==> config.mk <==
export PLATFORM = sky130hd
export DESIGN_NAME = psd_isqrt
export DESIGN_NICKNAME = d
export VERILOG_FILES = /design/src/sv/assert_macros.svh /design/src/sv/psd_pkg.sv /design/src/sv/psd_isqrt.sv
export SDC_FILE = /design/constraint.sdc
export NUM_CORES = 1
export LEC_CHECK = 0
export BUFFER_PORTS_ARGS = -buffer_cell sky130_fd_sc_hd__buf_2
export CAP_MARGIN = 20
export CORE_ASPECT_RATIO = 0.6
export CORE_UTILIZATION = 25
export DETAILED_ROUTE_END_ITERATION = 10
export PLACE_DENSITY = 0.41
export SLEW_MARGIN = 20
export SYNTH_ARGS = -nofsm -noshare
export SYNTH_HDL_FRONTEND = slang
export SYNTH_SLANG_ARGS = --single-unit
==> constraint.sdc <==
create_clock -name clk -period 2.5 [get_ports clk]
set_input_delay 0.125 -clock clk [delete_from_list [all_inputs] [get_ports clk]]
set_output_delay 0.125 -clock clk [all_outputs]
set_load 0.005 [all_outputs]
==> src/sv/assert_macros.svh <==
`ifndef ASSERT_MACROS_SVH
`define ASSERT_MACROS_SVH

// same-cycle implication, checked outside reset
`define PSD_ASSERT_IMP(lbl, ante, cons) \
  lbl: assert property (@(posedge clk) disable iff (rst) (ante) |-> (cons)) \
    else $error("point_segment_distance: same-cycle check failed");

// next-cycle implication, checked outside reset
`define PSD_ASSERT_NEXT(lbl, ante, cons) \
  lbl: assert property (@(posedge clk) disable iff (rst) (ante) |=> (cons)) \
    else $error("point_segment_distance: next-cycle check failed");

`endif

==> src/sv/psd_pkg.sv <==
`default_nettype none

package psd_pkg;

  localparam int CoordBits = 16;
  localparam int TFrac     = 16;
  localparam int DiffBits  = CoordBits + 1;
  localparam int ProdBits  = 2 * DiffBits;
  localparam int DotBits   = ProdBits + 1;
  localparam int LenBits   = ProdBits;
  localparam int RemBits   = DotBits;
  localparam int TBits     = TFrac + 1;
  localparam int SqBits    = ProdBits;
  localparam int RootBits  = SqBits / 2;
  localparam int DistBits  = RootBits;

  typedef enum logic [1:0] {
    CASE_DEGEN = 2'd0,
    CASE_A     = 2'd1,
    CASE_B     = 2'd2,
    CASE_MID   = 2'd3
  } case_t;

  // side data carried alongside the divider
  typedef struct packed {
    case_t                       kind;
    logic signed [DiffBits-1:0]  ex;
    logic signed [DiffBits-1:0]  ey;
    logic signed [CoordBits-1:0] px;
    logic signed [CoordBits-1:0] py;
    logic signed [CoordBits-1:0] ax;
    logic signed [CoordBits-1:0] ay;
    logic signed [DiffBits-1:0]  dx;
    logic signed [DiffBits-1:0]  dy;
  } side_t;

endpackage

`default_nettype wire

==> src/sv/psd_isqrt.sv <==
`default_nettype none

// pipelined integer square root, one root bit per stage
module psd_isqrt (
  input  wire logic                          clk,
  input  wire logic                          rst,
  input  wire logic                          in_valid,
  input  wire logic [psd_pkg::SqBits-1:0]    n,
  input  wire psd_pkg::case_t                in_kind,
  output logic                               out_valid,
  output logic [psd_pkg::RootBits-1:0]       root,
  output psd_pkg::case_t                     out_kind
);

  localparam int N = psd_pkg::RootBits;
  localparam int W = psd_pkg::SqBits;

  logic [N-1:0]     vld;
  logic [W-1:0]     rad  [N];
  logic [W-1:0]     res  [N];
  psd_pkg::case_t   kd   [N];

  genvar k;
  for (k = 0; k < N; k++) begin : g_stage
    localparam logic [W-1:0] Bit = W'(1) << (2 * (N - 1 - k));
    logic [W-1:0]   n_in;
    logic [W-1:0]   r_in;
    logic           v_in;
    psd_pkg::case_t k_in;
    logic [W-1:0]   trial;
    logic           ge;

    if (k == 0) begin : g_first
      assign n_in = n;
      assign r_in = '0;
      assign v_in = in_valid;
      assign k_in = in_kind;
    end else begin : g_rest
      assign n_in = rad[k-1];
      assign r_in = res[k-1];
      assign v_in = vld[k-1];
      assign k_in = kd[k-1];
    end

    assign trial = r_in + Bit;
    assign ge    = n_in >= trial;

    always_ff @(posedge clk) begin
      if (rst) begin
        vld[k] <= 1'b0;
      end else begin
        vld[k] <= v_in;
      end
    end

    always_ff @(posedge clk) begin
      rad[k] <= ge ? n_in - trial : n_in;
      res[k] <= ge ? (r_in >> 1) + Bit : r_in >> 1;
      kd[k]  <= k_in;
    end
  end

  assign out_valid = vld[N-1];
  assign root      = res[N-1][N-1:0];
  assign out_kind  = kd[N-1];

endmodule

`default_nettype wire

Word level (Yosys, flattened, before mapping):

Memories as Yosys holds them, arrays and structs flattened.
Index checks and enable logic that the tools add are counted.

* multiplexer cells: 34
* $add $sub $neg: 49
* magnitude comparators: 17

Operator list (number)
* $mux 34: 33
* $ge 34x34->1: 16
* $sub 34x34->34: 16
* $add 33x1->34 const B: 1
* $add 33x11->34 const B: 1
* $add 33x13->34 const B: 1
* $add 33x15->34 const B: 1
* $add 33x17->34 const B: 1
* $add 33x19->34 const B: 1
* $add 33x21->34 const B: 1
* $add 33x23->34 const B: 1
* $add 33x25->34 const B: 1
* $add 33x27->34 const B: 1
* $add 33x29->34 const B: 1
* $add 33x3->34 const B: 1
* $add 33x31->34 const B: 1
* $add 33x5->34 const B: 1
* $add 33x7->34 const B: 1
* $add 33x9->34 const B: 1
* $add 34x1->34 const B: 1
* $add 34x11->34 const B: 1
* $add 34x13->34 const B: 1
* $add 34x15->34 const B: 1
* $add 34x17->34 const B: 1
* other kinds (14): 14

* register bits: 17
* output and inout bits: 20
* memories kept: 3
* memory bits (writable): 1190
* input bits: 39
* logic and storage cells: 120

Memories
* rad: words 17, bits a word 34, read ports 16, clocked after Yosys merged registers in 0, wr ports 17, line psd_isqrt.sv:19 `logic [W-1:0] rad [N];`
* res: words 17, bits a word 34, read ports 17, clocked after Yosys merged registers in 0, wr ports 17, line psd_isqrt.sv:20 `logic [W-1:0] res [N];`
* kd: words 17, bits a word 2, read ports 17, clocked after Yosys merged registers in 0, wr ports 17, line psd_isqrt.sv:21 `psd_pkg::case_t kd [N];`

Depth between registers and ports, before layout:

An unclocked memory read counts as a cell.

* word-level depth: 4
* gate-level depth with buffers: 11
* gate-level depth less buffers: 11

Least setup slack after synthesis:

Ideal clock, no wire load.

* path type: reg-to-reg
* start: mem res[0][481] in the netlist's numbering
* end: mem rad[0][535] in the netlist's numbering
* path buffers: 0
* path slack: -0.128 ns
* period minus slack after synthesis: 2.628 ns
* required time: 2.428 ns
* library setup time: 0.072 ns
* cell stages (with the launch flop): 11
* arrival: 2.556 ns
* cell sequence: dfxtp_1 -> inv_1 -> ha_1 -> o21a_1 -> o2bb2ai_2 -> nor2_2 -> o41a_1 -> a41o_1 -> or4_4 -> nor4_4 -> xor2_1

RTL lines (line)
* from (decl): psd_isqrt.sv:20
* to (decl): psd_isqrt.sv:19

==> key figures <==
Placement
  – Final GP Congestion: slightly below 0.9
  – Worst slack, placed: -566 ps
  – Port Buf Inserts: between 50 and 60
  – Cell area after placement: about 0.032 mm^2
  – Detail Placement HPWL: 57.0 mm

Route
  – Drt first-iter violations: around 1,400
  – Final WL: slightly below 80 mm
  – # DRC: 0
  – Pre-Repair DR Iteration Count: 5
  – Antenna Nets Post-Route: 0
  – DR vias: between 20,000 and 25,000
  – Vias per cell: around 4.3
  – Detailed-route wire length per cell: ~17 um

Logic synthesis
  – Syn_area_per_cell: between 10 and 15 um^2
  – Area share of fa/ha/maj cells after synthesis: slightly below 8%
  – Largest family of logic cells by synthesized area: simple AND/OR/NAND/NOR gates
  – Post-Synthesis Cells: 2,565
  – Yosys reg bits: roughly 750
  – Compound-Gate Fraction of Synth Area: 10.2%
  – Top cell types by occurrence after synthesis: dfxtp_1, inv_1, ha_1, nor2_1, nand2_1
  – Synth top area cells: dfxtp_1, ha_1, xnor2_1, xor2_1, inv_1
  – YS warnings: 0
  – Syn Std Cell Area: between 0.02 and 0.03 mm^2
  – Post-synthesis simple-gate area fraction: ~15%
  – Multiplexer share of the synthesized area: under 10%
  – Area leader, netlist: dfxtp_1
  – XOR/XNOR share of the synthesized area: under 10%
  – Most common cell in the synthesized netlist: dfxtp_1
  – Number of enable flip-flop cells after synthesis: 0
  – Share of the synthesized area in the top cell type: around 56%
  – Asr flop ratio synth: 0%
  – Synth cell types: between 80 and 90
  – Top FF cell, synth: dfxtp_1
  – Mapped Nets: roughly 2,800
  – Sequential share of the synthesized area: ~56%

Worst setup path
  – WP buf/inv: 3
  – Worst path max stage delay: between 500 and 600 ps
  – Crit-path most repeated cell: buf_4
  – R2R setup slack: -230 ps
  – CP Cell Sequence: inv_1, ha_4, nand4_1, nor3_2, buf_4, o211ai_1, buf_4, nand3_2, nand3b_1, or4_4, nor4_4, xor2_1
  – Worst setup SP type: flip-flop
  – CP Max Fanout: 4
  – Critical path endpoint category: flip-flop
  – Worst path arrival time: roughly 3300 ps
  – Critical path class: reg2reg
  – WP data required: a little over 3000 ps
  – R2r endpoint: rad[0][535]
  – Reg2reg path depth: 12
  – Worst r2r src: res[0][487]
  – Critical path's slowest cell: or4_4
  – Delay-heaviest family, CP: simple AND/OR/NAND/NOR gates

Timing
  – Max Freq: 0.367 GHz
  – Slew @ Worst Pin: 884 ps
  – Rel. slew slack: 40.5%
  – Setup violations, final: approximately 120
  – Final hold viol count: 0
  – Final worst slack: -226 ps
  – Crit path time final: roughly 2700 ps
  – Clock Skew: approximately 34 ps
  – RSZ-0062 raised after global routing: true
  – Final period utilization: 109%
  – Fin Setup TNS: -6950 ps
  – Max-slew violations: 0

Finish
  – Final instance area: 0.0394 mm^2
  – Nets: roughly 3,500
  – Register area: between 0.015 and 0.02 mm^2
  – Fillers: between 10,000 and 15,000
  – Layout cell share with drive strength beyond 1: between 30 and 40%
  – Final design utilization: a little under two fifths
  – Multi-input gate area: 0.0140 mm^2
  – Synth-to-layout area growth: 46.3%

Power and ir drop
  – Pint: about 30 mW
  – Comb power frac: 37.7%
  – Seq pwr share: a little under two fifths
  – Power Total: 46.1 mW
  – Clk pwr share: 25.3%
  – Sw frac: about a third
  – NetSw: about 16 mW
  – Pleak: roughly 17 nW
  – Max VDD drop: approximately 0.00046 V
  – Pwr Density: about 1200 mW/mm^2

Floorplan
  – Die area: ~0.11 mm^2
  – Ports: 59
  – Die W: roughly 430 um
  – FP Rows: between 90 and 100
  – Die Height: between 200 and 300 um
  – Core ar.: around 0.11 mm^2
  – Starting Density: between 20% and 30%

Min path
  – Worst Hold End: rad[0][10]
  – Hold Crit Start: n[10]
  – Worst min path class: in2reg
  – Worst Hold Depth: 2

Status
  – Failing checks: negative setup slack
  – Status: finished, violations left

GRT
  – Vias in the first global route: around 20,000
  – Largest net degree at the start of global routing: 27
  – Initial antenna violation count: 2
  – Overflow after GRT: 0
  – Tot GR Track Use: between 10% and 20%
  – First-pass GRT wire length: around 120 mm

Clock network
  – H-tree levels: 3
  – Clock sinks: 748
  – TritonCTS Buffers: 76
  – CTS tree: built
  – Clock slew at reported path FFs: approximately 60 ps
  – Root Driver: clkbuf_16
  – Clock buffer depth: 3
  – Later-pin clock latency in the skew report: between 600 and 700 ps

Run
  – Max Cap Viol: 0
[worst max path at each step]
| stage | from | end | slack, ps | cells after the start |
|---|---|---|---|---|
| floorplan | res[0][288] | rad[0][335] | 20 | 10 |
| global placement | rad[0][273] | rad[0][339] | -570 | 8 |
| detailed placement | rad[0][273] | rad[0][339] | -570 | 8 |
| CTS | res[0][320] | rad[0][368] | -260 | 12 |
| global route | res[0][493] | rad[0][535] | -310 | 11 |
| finish | res[0][487] | rad[0][535] | -230 | 12 |
[state kept, by name, indices dropped and copies added, names as in the netlist]
name,cells
g_stage.v_in,16
out_valid,1
rad,544
kd,34
res,153
[per-layer routing]
metal / track usage (%) / part of all wire, % / up-vias
met2: 15.8 / 33 / 361
met1: 24.5 / 60 / 9700
met5: 0 / 0 / -
met3: 3.65 / 5.6 / 92
met4: 3.14 / 1.7 / 0
li1: - / - / 10300
[cells by family after synthesis]
kind of cell	count (synthesis)
xor+xnor	222
compound gates	434
flops	748
mux	35
fa+ha+maj	166
buf+inv	232
simple gates	728
[cells in the final DEF (no fill, tap or decap), types with 15 or more instances in the layout]
master | synthesis | routed
mux2_2 | 30 | 28
inv_2 | 1 | 21
nor3_4 | 0 | 15
buf_4 | 2 | 462
buf_6 | 0 | 47
xor2_1 | 102 | 102
buf_12 | 0 | 16
nor3_1 | 76 | 49
nand3_1 | 26 | 17
nor2b_1 | 43 | 39
a21o_1 | 32 | 32
o21ai_1 | 6 | 25
dfxtp_2 | 0 | 61
nand2_4 | 0 | 22
dfxtp_1 | 748 | 686
dlygate4sd3_1 | 0 | 40
o21a_1 | 37 | 37
nor2_4 | 1 | 25
inv_1 | 200 | 177
xnor2_1 | 120 | 107
nand2_1 | 134 | 90
nor2_1 | 166 | 135
ha_4 | 0 | 47
nand2b_1 | 44 | 37
ha_1 | 166 | 115
nor4_4 | 1 | 20
nor3_2 | 3 | 15
nand4_1 | 38 | 38
buf_2 | 13 | 58
nor4_1 | 76 | 46
o21ai_0 | 112 | 62
nand2_2 | 1 | 23
clkbuf_1 | 13 | 17
clkbuf_16 | 0 | 83
a21oi_2 | 0 | 25
o21ai_2 | 1 | 27
a21oi_1 | 129 | 97
[layout make-up]
type | count | share of cell area, %
Antenna cell | 2 | 0.0127
Clock buffer | 105 | 5.40
Timing Repair Buffer | 635 | 13.4
Multi-Input combinational cell | 1585 | 35.5
Sequential cell | 748 | 38.2
Clock inverter | 32 | 1.08
Inverter | 201 | 1.94
Tap cell | 1410 | 4.47
[per-stage QoR]
step / cells / hold slack, ps
floorplan: 2565 / 153
global placement: 4454 / 227
detailed placement: 4454 / 229
CTS: 4676 / 15.0
global route: 4716 / 37.6
finish: 4718 / 88.8
[power by group through the flow]
stage | clock [mW] | combinational, mW | sequential [mW]
5_1_grt | 12.7 | 18.9 | 17.4
2_1_floorplan | 0 | 8.31 | 16.2
3_5_place_dp | 0 | 14.0 | 16.8
6_report | 11.7 | 17.4 | 17.0
3_3_place_gp | 0 | 13.8 | 16.8
4_1_cts | 12.1 | 15.4 | 16.8
[what timing repair did]
action                                  CTS  global route
endpoints found under the setup margin  247           233
setup buffers                            42            44
hold endpoints to repair                 54             0
gates cloned                              4             8
resized for setup                       351           378
hold buffers                             40             0
pin swaps                               104           153
Note: power is estimated with default switching activity, not from simulation.
